## src/scpv_pkg.sv

```systemverilog
// ----------------------------------------------------------------------------
// scpv_pkg
// Shared types, constants and helpers for the serial checksum / prime checker.
// ----------------------------------------------------------------------------
package scpv_pkg;

	localparam int DIGIT_W     = 4;
	localparam int CAND_W      = 20;
	localparam int WSUM_W      = 7;
	localparam int IN_TDATA_W  = 40;
	localparam int OUT_TDATA_W = 32;
	localparam int QUEUE_DEPTH = 2;

	localparam logic [DIGIT_W-1:0] DIGIT_MAX = 4'd9;

	// Class of a candidate as decided by the front end
	localparam logic [1:0] CLS_TWO       = 2'd0;  // exactly two: prime
	localparam logic [1:0] CLS_COMPOSITE = 2'd1;  // even or one or zero: not prime
	localparam logic [1:0] CLS_TRIAL     = 2'd2;  // odd, three or above: trial division

	typedef logic [1:0] cls_t;

	typedef struct packed {
		logic [CAND_W-1:0] candidate;
		logic [WSUM_W-1:0] wsum;
		logic              match;
		cls_t              cls;
	} item_t;

	typedef struct packed {
		logic              serial_valid;
		logic              checksum_match;
		logic              candidate_prime;
		logic [CAND_W-1:0] candidate_value;
		logic [WSUM_W-1:0] weighted_sum;
	} res_t;

	function automatic logic [DIGIT_W-1:0] sat_digit(input logic [DIGIT_W-1:0] d);
		return (d > DIGIT_MAX) ? DIGIT_MAX : d;
	endfunction

endpackage

```

## src/scpv_front.sv

```systemverilog
// ----------------------------------------------------------------------------
// scpv_front
// Accepts serial words, builds the candidate and checksum, classifies them.
// ----------------------------------------------------------------------------
module scpv_front (
	input  logic                                 clk,
	input  logic                                 arst_n,
	input  logic                                 in_valid,
	output logic                                 in_ready,
	input  logic [scpv_pkg::IN_TDATA_W-1:0]      in_data,
	output logic                                 push,
	input  logic                                 push_ready,
	output scpv_pkg::item_t                      item
);

	logic                            vld_s1;
	logic [scpv_pkg::DIGIT_W-1:0]    c1_s1, c2_s1, c3_s1, c4_s1, c5_s1, c6_s1;
	logic [scpv_pkg::DIGIT_W-1:0]    ck_hi_s1, ck_lo_s1;
	logic [scpv_pkg::CAND_W-1:0]     cand;
	logic [7:0]                      wraw;
	logic [scpv_pkg::WSUM_W-1:0]     wsum;
	logic [scpv_pkg::WSUM_W-1:0]     check;

	assign in_ready = !vld_s1 || push_ready;
	assign push     = vld_s1 && push_ready;

	always_ff @(posedge clk or negedge arst_n) begin
		if (!arst_n) begin
			vld_s1 <= 1'b0;
		end else if (in_ready) begin
			vld_s1 <= in_valid;
		end
	end

	// Saturate and permute digits on entry
	always_ff @(posedge clk) begin
		if (in_valid && in_ready) begin
			c1_s1    <= scpv_pkg::sat_digit(in_data[23:20]);
			c2_s1    <= scpv_pkg::sat_digit(in_data[15:12]);
			c3_s1    <= scpv_pkg::sat_digit(in_data[11:8]);
			c4_s1    <= scpv_pkg::sat_digit(in_data[7:4]);
			c5_s1    <= scpv_pkg::sat_digit(in_data[27:24]);
			c6_s1    <= scpv_pkg::sat_digit(in_data[19:16]);
			ck_hi_s1 <= scpv_pkg::sat_digit(in_data[31:28]);
			ck_lo_s1 <= scpv_pkg::sat_digit(in_data[35:32]);
		end
	end

	always_comb begin
		cand = 20'(c1_s1) * 20'd100000 + 20'(c2_s1) * 20'd10000 + 20'(c3_s1) * 20'd1000
		     + 20'(c4_s1) * 20'd100 + 20'(c5_s1) * 20'd10 + 20'(c6_s1);
		wraw = 8'(c1_s1) * 8'd2 + 8'(c2_s1) * 8'd3 + 8'(c3_s1) * 8'd4
		     + 8'(c4_s1) * 8'd4 + 8'(c5_s1) * 8'd3 + 8'(c6_s1) * 8'd2;
		// Sum stays below 200, so one conditional subtract reduces it
		wsum  = (wraw >= 8'd100) ? 7'(wraw - 8'd100) : 7'(wraw);
		check = 7'(ck_hi_s1) * 7'd10 + 7'(ck_lo_s1);

		item.candidate = cand;
		item.wsum      = wsum;
		item.match     = (wsum == check);
		if (cand == 20'd2) begin
			item.cls = scpv_pkg::CLS_TWO;
		end else if (!cand[0] || cand == 20'd1) begin
			item.cls = scpv_pkg::CLS_COMPOSITE;
		end else begin
			item.cls = scpv_pkg::CLS_TRIAL;
		end
	end

endmodule

```

## src/scpv_fifo.sv

```systemverilog
// ----------------------------------------------------------------------------
// scpv_fifo
// Short queue between the classifier and the trial divider.
// ----------------------------------------------------------------------------
module scpv_fifo #(
	parameter int DEPTH = scpv_pkg::QUEUE_DEPTH
) (
	input  logic            clk,
	input  logic            arst_n,
	input  logic            push,
	output logic            push_ready,
	input  scpv_pkg::item_t push_item,
	input  logic            pop,
	output logic            pop_valid,
	output scpv_pkg::item_t pop_item
);

	localparam int PTR_W = (DEPTH > 1) ? $clog2(DEPTH) : 1;
	localparam int CNT_W = $clog2(DEPTH + 1);

	scpv_pkg::item_t  entry_q [DEPTH];
	logic [PTR_W-1:0] wr_ptr_q, rd_ptr_q;
	logic [CNT_W-1:0] count_q;
	logic             do_push, do_pop;

	assign push_ready = (count_q != CNT_W'(DEPTH));
	assign pop_valid  = (count_q != '0);
	assign pop_item   = entry_q[rd_ptr_q];
	assign do_push    = push && push_ready;
	assign do_pop     = pop && pop_valid;

	always_ff @(posedge clk or negedge arst_n) begin
		if (!arst_n) begin
			wr_ptr_q <= '0;
			rd_ptr_q <= '0;
			count_q  <= '0;
		end else begin
			if (do_push) begin
				wr_ptr_q <= (wr_ptr_q == PTR_W'(DEPTH - 1)) ? '0 : wr_ptr_q + 1'b1;
			end
			if (do_pop) begin
				rd_ptr_q <= (rd_ptr_q == PTR_W'(DEPTH - 1)) ? '0 : rd_ptr_q + 1'b1;
			end
			if (do_push && !do_pop) begin
				count_q <= count_q + 1'b1;
			end else if (do_pop && !do_push) begin
				count_q <= count_q - 1'b1;
			end
		end
	end

	always_ff @(posedge clk) begin
		if (do_push) begin
			entry_q[wr_ptr_q] <= push_item;
		end
	end

endmodule

```

## src/scpv_back.sv

```systemverilog
// ----------------------------------------------------------------------------
// scpv_back
// Trial division over odd divisors, one remainder bit per cycle, and the
// result register.
// ----------------------------------------------------------------------------
module scpv_back (
	input  logic            clk,
	input  logic            arst_n,
	input  logic            item_valid,
	input  scpv_pkg::item_t item,
	output logic            pop,
	output logic            res_valid,
	input  logic            res_ready,
	output scpv_pkg::res_t  res
);

	localparam logic [1:0] ST_IDLE  = 2'd0;
	localparam logic [1:0] ST_CHECK = 2'd1;
	localparam logic [1:0] ST_DIV   = 2'd2;
	localparam logic [1:0] ST_DONE  = 2'd3;

	localparam int BIT_W = $clog2(scpv_pkg::CAND_W);

	logic [1:0]                  state_q;
	scpv_pkg::item_t             cur_q;
	logic                        prime_q;
	logic [10:0]                 div_q;
	logic [20:0]                 sq_q;
	logic [9:0]                  rem_q;
	logic [BIT_W-1:0]            bit_q;
	logic                        res_valid_q;
	scpv_pkg::res_t              res_q;
	logic [10:0]                 rem_sh;
	logic [10:0]                 rem_nx;

	assign pop       = (state_q == ST_IDLE) && item_valid;
	assign res_valid = res_valid_q;
	assign res       = res_q;

	// One restoring step: shift in the next candidate bit, subtract if it fits
	always_comb begin
		rem_sh = {rem_q, cur_q.candidate[bit_q]};
		rem_nx = (rem_sh >= div_q) ? rem_sh - div_q : rem_sh;
	end

	always_ff @(posedge clk or negedge arst_n) begin
		if (!arst_n) begin
			state_q     <= ST_IDLE;
			res_valid_q <= 1'b0;
		end else begin
			// Raise on a new result, drop once the word is taken
			if (state_q == ST_DONE && (!res_valid_q || res_ready)) begin
				res_valid_q <= 1'b1;
			end else if (res_ready) begin
				res_valid_q <= 1'b0;
			end
			case (state_q)
				ST_IDLE: begin
					if (item_valid) begin
						state_q <= (item.cls == scpv_pkg::CLS_TRIAL) ? ST_CHECK : ST_DONE;
					end
				end
				ST_CHECK: begin
					state_q <= (sq_q > 21'(cur_q.candidate)) ? ST_DONE : ST_DIV;
				end
				ST_DIV: begin
					if (bit_q == '0) begin
						state_q <= (rem_nx == '0) ? ST_DONE : ST_CHECK;
					end
				end
				ST_DONE: begin
					if (!res_valid_q || res_ready) begin
						state_q <= ST_IDLE;
					end
				end
				default: begin
					state_q <= ST_IDLE;
				end
			endcase
		end
	end

	always_ff @(posedge clk) begin
		case (state_q)
			ST_IDLE: begin
				cur_q   <= item;
				prime_q <= (item.cls == scpv_pkg::CLS_TWO);
				div_q   <= 11'd3;
				sq_q    <= 21'd9;
			end
			ST_CHECK: begin
				// Past the square root: no divisor found
				prime_q <= 1'b1;
				rem_q   <= '0;
				bit_q   <= BIT_W'(scpv_pkg::CAND_W - 1);
			end
			ST_DIV: begin
				rem_q <= 10'(rem_nx);
				bit_q <= bit_q - 1'b1;
				if (bit_q == '0) begin
					prime_q <= 1'b0;
					// (i+2)^2 = i^2 + 4i + 4
					sq_q    <= sq_q + {8'd0, div_q, 2'b00} + 21'd4;
					div_q   <= div_q + 11'd2;
				end
			end
			ST_DONE: begin
				if (!res_valid_q || res_ready) begin
					res_q.serial_valid    <= prime_q && cur_q.match;
					res_q.checksum_match  <= cur_q.match;
					res_q.candidate_prime <= prime_q;
					res_q.candidate_value <= cur_q.candidate;
					res_q.weighted_sum    <= cur_q.wsum;
				end
			end
			default: begin
				rem_q <= rem_q;
			end
		endcase
	end

	a_rem_below_div: assert property (@(posedge clk) disable iff (!arst_n)
		state_q == ST_DIV |-> rem_q < div_q[9:0] || div_q[10])
		else $error("remainder not below divisor");

	a_div_odd: assert property (@(posedge clk) disable iff (!arst_n)
		state_q == ST_CHECK |-> div_q[0] && div_q >= 11'd3)
		else $error("divisor not odd or below three");

	a_sq_tracks: assert property (@(posedge clk) disable iff (!arst_n)
		state_q == ST_CHECK |-> sq_q == 21'(div_q) * 21'(div_q))
		else $error("square tracker out of step");

	a_res_from_done: assert property (@(posedge clk) disable iff (!arst_n)
		$rose(res_valid_q) |-> $past(state_q == ST_DONE))
		else $error("result raised outside done state");

	a_only_trial_divides: assert property (@(posedge clk) disable iff (!arst_n)
		state_q == ST_DIV |-> cur_q.cls == scpv_pkg::CLS_TRIAL)
		else $error("trial division on a pre-classified candidate");

endmodule

```

## src/serial_checksum_prime_validator_top.sv

```systemverilog
// ----------------------------------------------------------------------------
// serial_checksum_prime_validator_top
// Checks a nine-digit serial: weighted checksum and primality of a candidate.
// ----------------------------------------------------------------------------
// Usage:
//   Input channel s_axis_*: one word per serial, nine 4-bit digits. Digits
//   above nine are treated as nine. Output channel m_axis_*: one word per
//   serial, in the order taken, with the two test flags, their AND, the
//   assembled six-digit candidate and the weighted sum mod 100.
//   Path: the front registers the word and classifies it, the classified
//   item is pushed into the queue, then the back end takes it. Even
//   candidates, zero, one and two go from the idle state straight to the
//   done state. Odd candidates run trial division over odd divisors up to
//   the square root; each divisor takes one compare in the check state and
//   then one restoring step per candidate bit, 20 bits, in the divide state.
//   The back end works on one candidate at a time and pops the next from
//   the queue only when it is back in its idle state.
//   The queue lets the front take up to three further words while the back
//   end is busy.
//   Reset clears the stage valid, the queue and the result valid flag; no
//   clearing pass is needed. When the receiver stalls, the result word holds
//   in the output register, the back end waits in its done state and the
//   queue, then the input, fill and back-pressure via s_axis_tready.
// ----------------------------------------------------------------------------
module serial_checksum_prime_validator_top #(
	parameter int QUEUE_DEPTH = scpv_pkg::QUEUE_DEPTH
) (
	input  logic                                clk,
	input  logic                                arst_n,
	input  logic                                s_axis_tvalid,
	output logic                                s_axis_tready,
	// digit_0 [3:0], digit_1 [7:4], digit_2 [11:8], digit_3 [15:12],
	// digit_4 [19:16], digit_5 [23:20], digit_6 [27:24], digit_7 [31:28],
	// digit_8 [35:32], zero fill [39:36]
	input  logic [scpv_pkg::IN_TDATA_W-1:0]     s_axis_tdata,
	output logic                                m_axis_tvalid,
	input  logic                                m_axis_tready,
	// serial_valid [0], checksum_match [1], candidate_prime [2],
	// candidate_value [22:3], weighted_sum [29:23], zero fill [31:30]
	output logic [scpv_pkg::OUT_TDATA_W-1:0]    m_axis_tdata
);

	logic            push, push_ready;
	scpv_pkg::item_t front_item;
	logic            pop, pop_valid;
	scpv_pkg::item_t queue_item;
	scpv_pkg::res_t  res;

	// Front: saturate digits, build candidate and checksum, classify
	scpv_front u_front (
		.clk        (clk),
		.arst_n     (arst_n),
		.in_valid   (s_axis_tvalid),
		.in_ready   (s_axis_tready),
		.in_data    (s_axis_tdata),
		.push       (push),
		.push_ready (push_ready),
		.item       (front_item)
	);

	// Queue: decouple the classifier from the divider
	scpv_fifo #(
		.DEPTH (QUEUE_DEPTH)
	) u_fifo (
		.clk        (clk),
		.arst_n     (arst_n),
		.push       (push),
		.push_ready (push_ready),
		.push_item  (front_item),
		.pop        (pop),
		.pop_valid  (pop_valid),
		.pop_item   (queue_item)
	);

	// Back: trial division and result register
	scpv_back u_back (
		.clk        (clk),
		.arst_n     (arst_n),
		.item_valid (pop_valid),
		.item       (queue_item),
		.pop        (pop),
		.res_valid  (m_axis_tvalid),
		.res_ready  (m_axis_tready),
		.res        (res)
	);

	// Pack the result word, first field in the lowest bit
	assign m_axis_tdata = {2'b00, res.weighted_sum, res.candidate_value,
	                       res.candidate_prime, res.checksum_match, res.serial_valid};

endmodule
```

## config.mk

```make
export PLATFORM = sky130hd
export DESIGN_NAME = serial_checksum_prime_validator_top
export DESIGN_NICKNAME = d
export VERILOG_FILES = /design/src/scpv_pkg.sv /design/src/scpv_front.sv /design/src/scpv_fifo.sv /design/src/scpv_back.sv /design/src/serial_checksum_prime_validator_top.sv
export SDC_FILE = /design/constraint.sdc
export NUM_CORES = 1
export LEC_CHECK = 0
export BUFFER_PORTS_ARGS = -buffer_cell sky130_fd_sc_hd__clkbuf_2
export CORE_MARGIN = 2
export CORE_UTILIZATION = 50
export DETAILED_ROUTE_END_ITERATION = 6
export GPL_TIMING_DRIVEN = 1
export PLACE_DENSITY = 0.67
export SYNTH_ARGS = -nofsm -noshare
export SYNTH_HDL_FRONTEND = slang
export SYNTH_SLANG_ARGS = --single-unit
```

## constraint.sdc

```tcl
create_clock -name clk -period 16.4 [get_ports clk]
set_clock_uncertainty 0.2 [all_clocks]
set_input_delay 0.82 -clock clk [delete_from_list [all_inputs] [get_ports clk]]
set_output_delay 0.82 -clock clk [all_outputs]
set_load 0.02 [all_outputs]
```

# Yosys cells after proc, flatten, opt, wreduce, memory -nomap -nowiden
# Memory sizes are Yosys's and may differ from the RTL's.
# Cells that the tools add are included.
[totals]
register_bits = 146
mem_bits_rw = 60
inputBits = 44
out_inout_bits = 34
word_cells = 140
memories = 1
[op_classes]
add_sub_neg = 21
n_mul = 8
n_lt_le_gt_ge = 12
eq_ne = 11
n_mux = 29
reduce_logical = 31
[mem_list]
columns = ["name", "depth", "width", "rd", "rd_clocked_by_memory_dff", "write_ports", "line_no", "source"]
rows = [
  ["u_fifo.entry_q", 2, 30, 1, 0, 1, "scpv_fifo.sv:21", "scpv_pkg::item_t entry_q [DEPTH];"],
]
[ops]
columns = ["cell", "n"]
rows = [
  ["$pmux 21 s2", 1],
  ["$gt 4x4->1 const B", 8],
  ["$add 8x6->8", 3],
  ["$mux 11", 2],
  ["$pmux 11 s2", 1],
  ["$add 21x13->21", 1],
  ["$add 21x3->21 const B", 1],
  ["$gt 21x20->1", 1],
  ["$mux 21", 1],
  ["$add 20x11->20", 1],
  ["$add 20x14->20", 1],
  ["$add 20x18->20", 1],
  ["$add 20x4->20", 1],
  ["$add 20x8->20", 1],
  ["$eq 20x1->1 const B", 1],
  ["$eq 20x2->1 const B", 1],
  ["$pmux 10 s2", 1],
  ["$mux 2", 9],
  ["$mul 4x12->15 const B", 1],
  ["$mul 4x10->14 const B", 1],
  ["$mul 4x2->6 const B", 2],
  ["$add 11x2->11 const B", 1],
  ["$ge 11x11->1", 1],
  ["$logic_not 11->1", 1],
  ["35 further kinds", 69],
]

# Depth between registers and ports, before layout
# Gate-level depths: netlist of run 1.
[depth]
word_depth = 10
ltp_mapped = 26
depth_no_buf = 26

# Hierarchy
# From an unflattened synthesis of run 1, not the netlist that was laid out.
[unflattened]
hier_cells = 1221
area_unflattened_um2 = 14403.8
[by_module_without_submodules]
columns = ["mod", "instances", "cells_each", "area_each_um2", "seq_area_each_um2"]
rows = [
  ["scpv_front", 1, 596, 6009.5, 985.9],
  ["scpv_back", 1, 511, 5990.7, 3138.0],
  ["scpv_fifo", 1, 111, 2384.8, 1901.8],
  ["serial_checksum_prime_validator_top", 1, 3, 18.8, 0.0],
]

# Least setup slack after synthesis of run 1
# No wires, ideal clock.
[synth_timing]
path_type = "flip-flop to flip-flop"
from = "register u_front.c3_s1[2] (netlist bit)"
to = "memory u_fifo.entry_q[0][0] (netlist bit), data pin"
arrival_time_ns = 6.118
required_ns = 15.928
setup_slack_ns = 9.811
path_stages_with_launch = 24
n_path_buf = 0
path_cell_list = "edfxtp_1 > fa_1 > inv_1 > fa_1 > inv_1 > ha_1 > a21o_1 > a21oi_1 > xnor2_1 > fa_1 > fa_1 > inv_1 > ha_1 > ha_1 > a21o_1 > a21oi_1 > nor2b_1 > a21oi_1 > nand3b_1 > xor2_1 > or4_1 > or4_1 > nor4_2 > mux2i_1"
[synth_lines]
columns = ["element", "line_no", "source"]
rows = [
  ["from (decl)", "scpv_front.sv:17", "logic [scpv_pkg::DIGIT_W-1:0] c1_s1, c2_s1, c3_s1, c4_s1, c5_s1, c6_s1;"],
  ["from (signal assigned)", "scpv_front.sv:40", "c3_s1 <= scpv_pkg::sat_digit(in_data[11:8]);"],
  ["to (decl)", "scpv_fifo.sv:21", ""],
]

==> flow_summary.ini, run 1 <==
[global_route]
grt_pass1_vias = 8424
antenna_found_initial = 0
grt_pass1_wl_um = 40620
grt_max_degree = 35
overflow = 0
grt_use_total = 0.1758

[detailed_routing]
ant_nets = 0
post_drt_wl_per_cell_um = 15.29
vias_per_cell = 5.275
vias = 8413
post-route-drc-count = 0
wl_um = 24390
dr.pass1.iters = 4
drt_iter0_drc = 396

[flow_run]
maxCapViolations = 0

[timing]
fin_tns_setup_ns = 0
fin_crit_ns = 7.186
max_slew.worst_pin.slew_ns = 1.054
rsz0062_at_grt = false
setup_violations = 0
fin_crit_sh = 0.4382
slew_headroom = 0.2789
maxSlewViolCount = 0
max_freq_mhz = 139.2
finalHoldViolations = 0

[die]
num_io_pins = 78
row_count = 60
dieArea_um2 = 28640
die_h_um = 169.2
initial_core_util = 0.5080
die_w_um = 169.2
core_area_um2 = 26880

[critical_path]
arrival_ns = 7.22
cp.required_ns = 16.43
critPathMaxFanout = 7
critPathKind = register to register
endpoint_kind = register
cp-start-kind = register

[final_layout]
insertedDiodeCount = 0
fillers = 2242
syn2layout_area_growth_pct = 11.96
final_cells = 1595
nets = 1517
drive_gt1_frac = 0.1212

[yosys]
avgSynthCellArea_um2 = 11.82
syn_inst = 1155
yosysWarnings = 0
yosys-top-cells-count = edfxtp_1, ha_1, inv_1
synth_edf_count = 194
ys_types = 61
yosysMostFrequentCell = edfxtp_1
post-synth-top-area-cell = edfxtp_1
synth_area_um2 = 13650
synth_flop_cell = edfxtp_1
ys_async_sr_fraction = 0.03960
synth_top_area_frac = 0.4267
seq_area_frac_synth = 0.4414
synth_area_leaders = edfxtp_1, ha_1, fa_1
ys_ff_latch = 202

[min_path]
hold_class = register to register

[clock_network]
clk_latency_ns = 0.52
ctsResizeCount = 0
cts.htree.levels = 1
clockBufferDepth = 3
clock-sinks = 202
cts_tree = done
numCtsBuffers = 24
root_buffer = clkbuf_16
clk_pin_slew_ns = 0.06
cts_setup_buffers = 0

[placement]
place.gp.congestion = 0.8197
dp_cells = 1551
hpwl_um = 18900
port-buffer-count = 67

[run_status]
outcome = finished clean
layout by cell type (no fill, tap or decap), drive strengths merged, types with 28 or more instances in the layout:
master,instances
edfxtp,194
ha,175
inv,166
clkbuf,95
nor2,62
xnor2,61
fa,61
a21oi,58
o21ai,39
nand2,37
mux2,28
stage by stage:
stage / hold WS (ns) / cell area, um2 / utilization / setup slack, ns
final: 0.2200 / 15280 / 0.5687 / 9.214
after global routing: 0.2288 / 15280 / 0.5687 / 8.603
after CTS: 0.2248 / 15280 / 0.5687 / 9.070
after detailed placement: 0.2080 / 14410 / 0.5361 / 9.034
after global placement: 0.2035 / 14410 / 0.5361 / 9.119
after floorplan: 0.2003 / 13660 / - / 9.811
path summary, 6_finish.rpt:
kind                                           startpoint                             end  slack [ns]  cells past startpoint
min                             u_back.cur_q[5]$_DFFE_PP_         u_back.res[2]$_DFFE_PP_        0.22                      0
max reg2reg                u_front.c3_s1[2]$_SDFFCE_PN0P_  u_fifo.entry_q[0][1]$_DFFE_PP_        9.21                     25
min reg2reg                     u_back.cur_q[5]$_DFFE_PP_         u_back.res[2]$_DFFE_PP_        0.22                      0
max                        u_front.c3_s1[2]$_SDFFCE_PN0P_  u_fifo.entry_q[0][1]$_DFFE_PP_        9.21                     25
max in group asynchronous                          arst_n     u_fifo.rd_ptr_q$_DFFE_PN0P_       15.29                      2
min in group asynchronous                          arst_n    u_back.res_valid$_DFFE_PN0P_        0.52                      2
flip-flops by register name (all words and copies together), names as in the netlist, 2 cells and up:
register          count
u_front.c3_s1         4
u_fifo.count_q        2
u_back.bit_q          5
u_back.cur_q         28
u_front.c4_s1         4
u_fifo.entry_q       60
u_front.ck_hi_s1      4
u_front.c6_s1         4
u_front.c5_s1         4
u_back.div_q         10
u_front.c2_s1         4
u_back.state_q        2
u_front.ck_lo_s1      4
u_back.sq_q          18
u_back.res           30
u_front.c1_s1         4
u_back.rem_q         10
worst max-delay path, stage by stage, from the launching register on:
cell      delay, ns
edfxtp_1       0.55
fa_1           0.63
inv_1          0.10
fa_1           0.51
inv_1          0.04
ha_1           0.32
a21oi_1        0.21
inv_1          0.06
a21oi_1        0.15
nor2_1         0.07
o21ai_0        0.20
nand2_1        0.08
a21oi_1        0.19
xnor2_1        0.23
fa_1           0.46
ha_1           0.31
ha_1           0.30
ha_1           0.32
or2_2          0.29
a21boi_0       0.14
o211ai_1       0.13
o21ai_0        0.14
xor2_1         0.17
or4_1          0.53
nor4_2         0.40
a21oi_1        0.18
cell type report:
type	count	area (um2)	share of cell area
Clock buffer	28	636.9	0.04167
Inverter	166	623.1	0.04077
Timing Repair Buffer	77	412.9	0.02701
Sequential cell	202	6026	0.3942
Tap cell	341	426.7	0.02791
Clock inverter	15	230.2	0.01506
Multi-Input combinational cell	766	6929	0.4533
routing by layer:
layer | routed length, um | track usage | share of wire
met5 | 0 | 0 | 0
met2 | 12230 | 0.3196 | 0.50
met4 | 605 | 0.04571 | 0.025
met1 | 10680 | 0.2219 | 0.44
met3 | 875 | 0.02239 | 0.036
cells by family (layout without fill, tap and decap cells):
group / Yosys count / count (layout) / synth area share
fa+ha+maj: 236 / 236 / 0.2498
simple gates: 226 / 226 / 0.08551
flops: 202 / 202 / 0.4414
buf+inv: 188 / 286 / 0.05233
compound gates: 171 / 171 / 0.07717
xor+xnor: 86 / 86 / 0.05517
mux: 45 / 45 / 0.03831
other cells: 1 / 2 / 0.0002747
timing repair:
| action | in CTS | in global routing |
|---|---|---|
| endpoints found under the setup margin | 0 | 0 |
| hold buffers | 1 | 0 |
| endpoints found under the hold margin | 8 | 0 |
Power of run 1 is left out: the tool's default activity adds up to more than one toggle a clock period on the data nets, which glitch-free logic cannot reach.
==> run 2: changes to the inputs <==
--- a/config.mk
+++ b/config.mk
@@ -5,6 +5,7 @@
 export SDC_FILE = /design/constraint.sdc
 export NUM_CORES = 1
 export LEC_CHECK = 0
+export ABC_AREA = 1
 export BUFFER_PORTS_ARGS = -buffer_cell sky130_fd_sc_hd__clkbuf_2
 export CORE_MARGIN = 2
 export CORE_UTILIZATION = 50
==> constraint.sdc (replaced) <==
create_clock -name clk -period 7.3 [get_ports clk]
set_clock_uncertainty 0.2 [all_clocks]
set_input_delay 0.365 -clock clk [delete_from_list [all_inputs] [get_ports clk]]
set_output_delay 0.365 -clock clk [all_outputs]
set_load 0.02 [all_outputs]
==> run 2 against run 1 <==
Routed wire length grew 7.9%. Final area grew 4.5%. Sequential share of layout area shrank 1.7 points. Global-route usage grew 1.1 points. Area after synthesis grew 2.4%. Maximum frequency grew 11%. Die area grew 2.3%. Critical path type unchanged. Critical endpoint is now u_fifo.entry_q[0][0]$_DFFE_PP_. Highest routed layer unchanged.
==> flow_summary.ini, run 2 <==
[run_status]
outcome = finished clean

[detailed_routing]
post_drt_wl_per_cell_um = 13.65
vias_per_cell = 4.945
post-route-drc-count = 0
dr.pass1.iters = 5
ant_nets = 0
drt_iter0_drc = 443
vias = 9533
wl_um = 26330

[yosys]
ys_async_sr_fraction = 0.03960
yosysMostFrequentCell = nand2_1
synth_area_leaders = edfxtp_1, ha_1, fa_1
synth_area_um2 = 13980
seq_area_frac_synth = 0.4311
yosys-top-cells-count = nand2_1, inv_1, edfxtp_1
synth_top_area_frac = 0.4168
ys_ff_latch = 202
yosysWarnings = 0
synth_flop_cell = edfxtp_1
ys_types = 47
avgSynthCellArea_um2 = 9.941
synth_edf_count = 194
post-synth-top-area-cell = edfxtp_1
syn_inst = 1406

[die]
die_h_um = 171.2
initial_core_util = 0.5059
row_count = 61
die_w_um = 171.2
dieArea_um2 = 29310
num_io_pins = 78
core_area_um2 = 27630

[global_route]
grt_pass1_vias = 9455
use_met2 = 0.3448
met3_usage = 0.02163
grt_pass1_wl_um = 44130
grt_max_degree = 34
antenna_found_initial = 0
overflow = 0
top_usage_layer = met2
use_met1 = 0.2323
grt_use_total = 0.1864

[placement]
hpwl_um = 20130
port-buffer-count = 67
place.gp.congestion = 0.8512
dp_cells = 1841

[final_layout]
layout_common_cells = nand2_1, inv_1, edfxtp_1
largest_reg_flops = 60
final_common_cell = nand2_1
insertedDiodeCount = 0
final_cells = 1928
syn2layout_area_growth_pct = 14.22
drive_gt1_frac = 0.08516
largest-register = u_fifo.entry_q
multi_input_area_um2 = 6945
regArea_um2 = 6026
fillers = 2429
nets = 1812

[timing]
max_slew.worst_pin.slew_ns = 1.075
maxSlewViolCount = 0
fin_tns_setup_ns = 0
fin_crit_sh = 0.8892
rsz0062_at_grt = false
hold_slack_ns = 0.03975
slew_headroom = 0.2817
finalHoldViolations = 0
setup_violations = 0
max_freq_mhz = 154.1
fin_crit_ns = 6.491

[critical_path]
r2r-start = u_front.c3_s1[1]$_SDFFCE_PN0P_
critPathMaxFanout = 6
r2r_slack_ns = 0.81
reg2reg_depth = 29
cp-start-kind = register
cp.required_ns = 7.36
max_stage_delay_ns = 0.64
endpoint_kind = register
timing.critical_path.from = u_front.c3_s1[1]$_SDFFCE_PN0P_
cpMostUsedCell = nand2_1
arrival_ns = 6.55
critPathKind = register to register
critPathSlowestCell = fa_1
r2r_end = u_fifo.entry_q[0][0]$_DFFE_PP_

[flow_run]
maxCapViolations = 0

[clock_network]
cts.htree.levels = 1
clk_pin_slew_ns = 0.06
ctsResizeCount = 0
clk_latency_ns = 0.52
cts_setup_buffers = 0
clock-sinks = 202
root_buffer = clkbuf_16
holdBufCountCts = 43
cts_tree = done
clockBufferDepth = 3
numCtsBuffers = 24

[min_path]
hold_class = input port to async pin
## run 2: cell type report
type	instances	area share
repair buffers	121	0.05313
well taps	378	0.02962
clock inverters	14	0.005956
multi-input cells	937	0.4350
clock buffers	30	0.04099
inverters	246	0.05784
flip-flops and latches	202	0.3774
## run 2: routing by layer
| layer | routed length (um) | vias up |
|---|---|---|
| li1 | - | 4911 |
| met1 | 11510 | 4458 |
| met2 | 13440 | 125 |
| met3 | 757 | 39 |
| met4 | 614 | 0 |
| met5 | 0 | - |
## run 2: logic make-up (layout without fill, tap and decap cells)
kind of cell,after synthesis,after routing,synth area share
muxes,1,1,0.0007162
adders and majority gates,236,236,0.2440
DFF,202,202,0.4311
other,1,2,0.0002683
xor gates and xnor gates,65,65,0.04073
buffers and inverters,268,411,0.07358
AOI/OAI and AO/OA,181,181,0.07242
and+or+nand+nor,452,452,0.1371
## run 2: metrics by stage
step / worst slack [ns] / cell area [um2] / utilization
floorplan: 1.389 / 13980 / -
global placement: 0.8486 / 14790 / 0.5351
global route: 0.2207 / 15970 / 0.5778
CTS: 0.7436 / 15970 / 0.5778
finish: 0.8089 / 15970 / 0.5778
detailed placement: 0.7539 / 14790 / 0.5351
## run 2: worst max path at each step
stage	slack, ns	cells past startpoint	to
floorplan	1.39	26	u_fifo.entry_q[0][0]$_DFFE_PP_
global placement	0.85	29	u_fifo.entry_q[0][0]$_DFFE_PP_
detailed placement	0.75	29	u_fifo.entry_q[0][0]$_DFFE_PP_
CTS	0.74	29	u_fifo.entry_q[0][0]$_DFFE_PP_
global route	0.22	29	u_fifo.entry_q[1][0]$_DFFE_PP_
finish	0.81	29	u_fifo.entry_q[0][0]$_DFFE_PP_
## run 2: critical path: cells and delay by family (launching register included)
| family | cells | cell delay, ns |
|---|---|---|
| AND/OR/NAND/NOR | 11 | 1.03 |
| adder cells (fa/ha/maj) | 7 | 2.90 |
| buffers and inverters | 3 | 0.20 |
| AO/OA/AOI/OAI | 6 | 0.99 |
| flip-flops | 1 | 0.52 |
| XOR/XNOR | 2 | 0.43 |
Power of run 2 is left out for the same reason.
==> run 3: changes to the inputs <==
--- a/config.mk
+++ b/config.mk
@@ -12,6 +12,7 @@
 export DETAILED_ROUTE_END_ITERATION = 6
 export GPL_TIMING_DRIVEN = 1
 export PLACE_DENSITY = 0.67
+export RECOVER_POWER = 100
 export SYNTH_ARGS = -nofsm -noshare
 export SYNTH_HDL_FRONTEND = slang
 export SYNTH_SLANG_ARGS = --single-unit
==> run 3 against run 2 <==
The flow now finishes with violations (capacitance limit, slew limit). Die area is the same. Setup slack lost 0.20 ns. Critical path depth shrank 9. Register-to-register slack lost 0.20 ns. Routed wire length grew 0.28%. Global-route usage is the same. Clock-buffer cell count is the same. Core utilization shrank 0.42 points. Worst hold slack gained 0.079 ns. Cell count is the same. Sequential share of layout area grew 0.27 points.
==> flow_summary.ini, run 3 (synthesis results as in run 2) <==
[run_status]
outcome = complete, but fails checks
violations = capacitance limit, slew limit

[global_route]
grt_pass1_wl_um = 44130
grt_use_total = 0.1864
overflow = 0
grt_max_degree = 34
grt_pass1_vias = 9455
antenna_found_initial = 0

[clock_network]
numCtsBuffers = 24
cts.htree.levels = 1
clock-sinks = 202
cts_tree = done
ctsResizeCount = 0
clk_latency_ns = 0.52
cts_setup_buffers = 0
clk_pin_slew_ns = 0.06
clockBufferDepth = 3
holdBufCountCts = 43
root_buffer = clkbuf_16

[timing]
finalHoldViolations = 0
setup_violations = 0
fin_crit_sh = 0.9172
max_slew.worst_pin.slew_ns = 3.169
max_freq_mhz = 149.4
fin_crit_ns = 6.696
slew_headroom = -1.112
rsz0062_at_grt = false
fin_tns_setup_ns = 0
maxSlewViolCount = 200

[die]
core_area_um2 = 27630
initial_core_util = 0.5059
num_io_pins = 78
die_h_um = 171.2
row_count = 61
die_w_um = 171.2
dieArea_um2 = 29310

[final_layout]
largest_reg_flops = 60
largest-register = u_fifo.entry_q
drive_gt1_frac = 0.04903
syn2layout_area_growth_pct = 13.40
nets = 1812
layout_common_cells = nand2_1, inv_1, edfxtp_1
final_common_cell = nand2_1
insertedDiodeCount = 0
final_cells = 1928

[placement]
port-buffer-count = 67
dp_cells = 1841
place.gp.congestion = 0.8512
hpwl_um = 20130

[critical_path]
r2r_slack_ns = 0.60
arrival_ns = 6.76
r2r-start = u_front.c2_s1[1]$_SDFFCE_PN0P_
r2r_end = u_fifo.entry_q[0][2]$_DFFE_PP_
cp-start-kind = register
cp.required_ns = 7.36
critPathKind = register to register
endpoint_kind = register
reg2reg_depth = 20
critPathMaxFanout = 8

[detailed_routing]
vias_per_cell = 4.959
post_drt_wl_per_cell_um = 13.69
post-route-drc-count = 0
drt_iter0_drc = 402
vias = 9561
ant_nets = 0
wl_um = 26400
dr.pass1.iters = 5

[min_path]
hold_class = input port to async pin

[flow_run]
maxCapViolations = 6
## run 3: cell count changes in the layout (fill, tap and decap cells not counted), sizes merged
cell    before  now
clkbuf      97  105
buf         11    3
## run 3: final cells by class
type / instances / area (um2)
Inverter: 246 / 923.4
Sequential cell: 202 / 6026
Timing Repair Buffer: 121 / 762.0
Fill cell: 2469 / 11780
Clock buffer: 30 / 654.4
Tap cell: 378 / 473.0
Clock inverter: 14 / 95.09
Multi-Input combinational cell: 937 / 6917
## run 3: metrics by stage
stage / worst slack [ns] / hold slack (ns) / area (um2) / utilization
finish: 0.6043 / 0.1190 / 15850 / 0.5737
global route: 0.2162 / 0.1608 / 15850 / 0.5737
CTS: 0.7436 / 0.02774 / 15970 / 0.5778
detailed placement: 0.7539 / 0.02666 / 14790 / 0.5351
global placement: 0.8486 / 0.03389 / 14790 / 0.5351
floorplan: 1.389 / -0.1306 / 13980 / -
## run 3: worst max-delay path, cell delays in order (launching register included)
cell and delay (ns):
edfxtp_1 0.61, fa_1 0.62, ha_1 0.18, inv_1 0.06, fa_1 0.49, inv_1 0.05
fa_1 0.46, fa_1 0.52, fa_1 0.49, ha_1 0.25, fa_1 0.41, xnor2_1 0.18
a21oi_1 0.19, nor2_1 0.06, o21ai_0 0.54, o31ai_1 0.20, xor2_1 0.32, nor2_1 0.07
nor2_1 0.11, nand3_1 0.08, nor4_1 0.35
## run 3: how the worst max path moves through the flow
stage                                endpoint  slack [ns]  depth (start not counted)                            from
2_1_floorplan  u_fifo.entry_q[0][0]$_DFFE_PP_        1.39                         26  u_front.c3_s1[2]$_SDFFCE_PN0P_
3_3_place_gp   u_fifo.entry_q[0][0]$_DFFE_PP_        0.85                         29  u_front.c3_s1[2]$_SDFFCE_PN0P_
3_5_place_dp   u_fifo.entry_q[0][0]$_DFFE_PP_        0.75                         29  u_front.c3_s1[2]$_SDFFCE_PN0P_
4_1_cts        u_fifo.entry_q[0][0]$_DFFE_PP_        0.74                         29  u_front.c3_s1[2]$_SDFFCE_PN0P_
5_1_grt        u_fifo.entry_q[1][0]$_DFFE_PP_        0.22                         29  u_front.c3_s1[2]$_SDFFCE_PN0P_
6_report       u_fifo.entry_q[0][2]$_DFFE_PP_        0.60                         20  u_front.c2_s1[1]$_SDFFCE_PN0P_
## run 3: metal layers
layer,global-route usage,part of all wire,vias up
li1,-,-,4912
met1,0.2323,0.44,4480
met2,0.3448,0.51,130
met3,0.02163,0.027,39
met4,0.04532,0.023,0
met5,0,0,-
Power of run 3 is left out for the same reason.
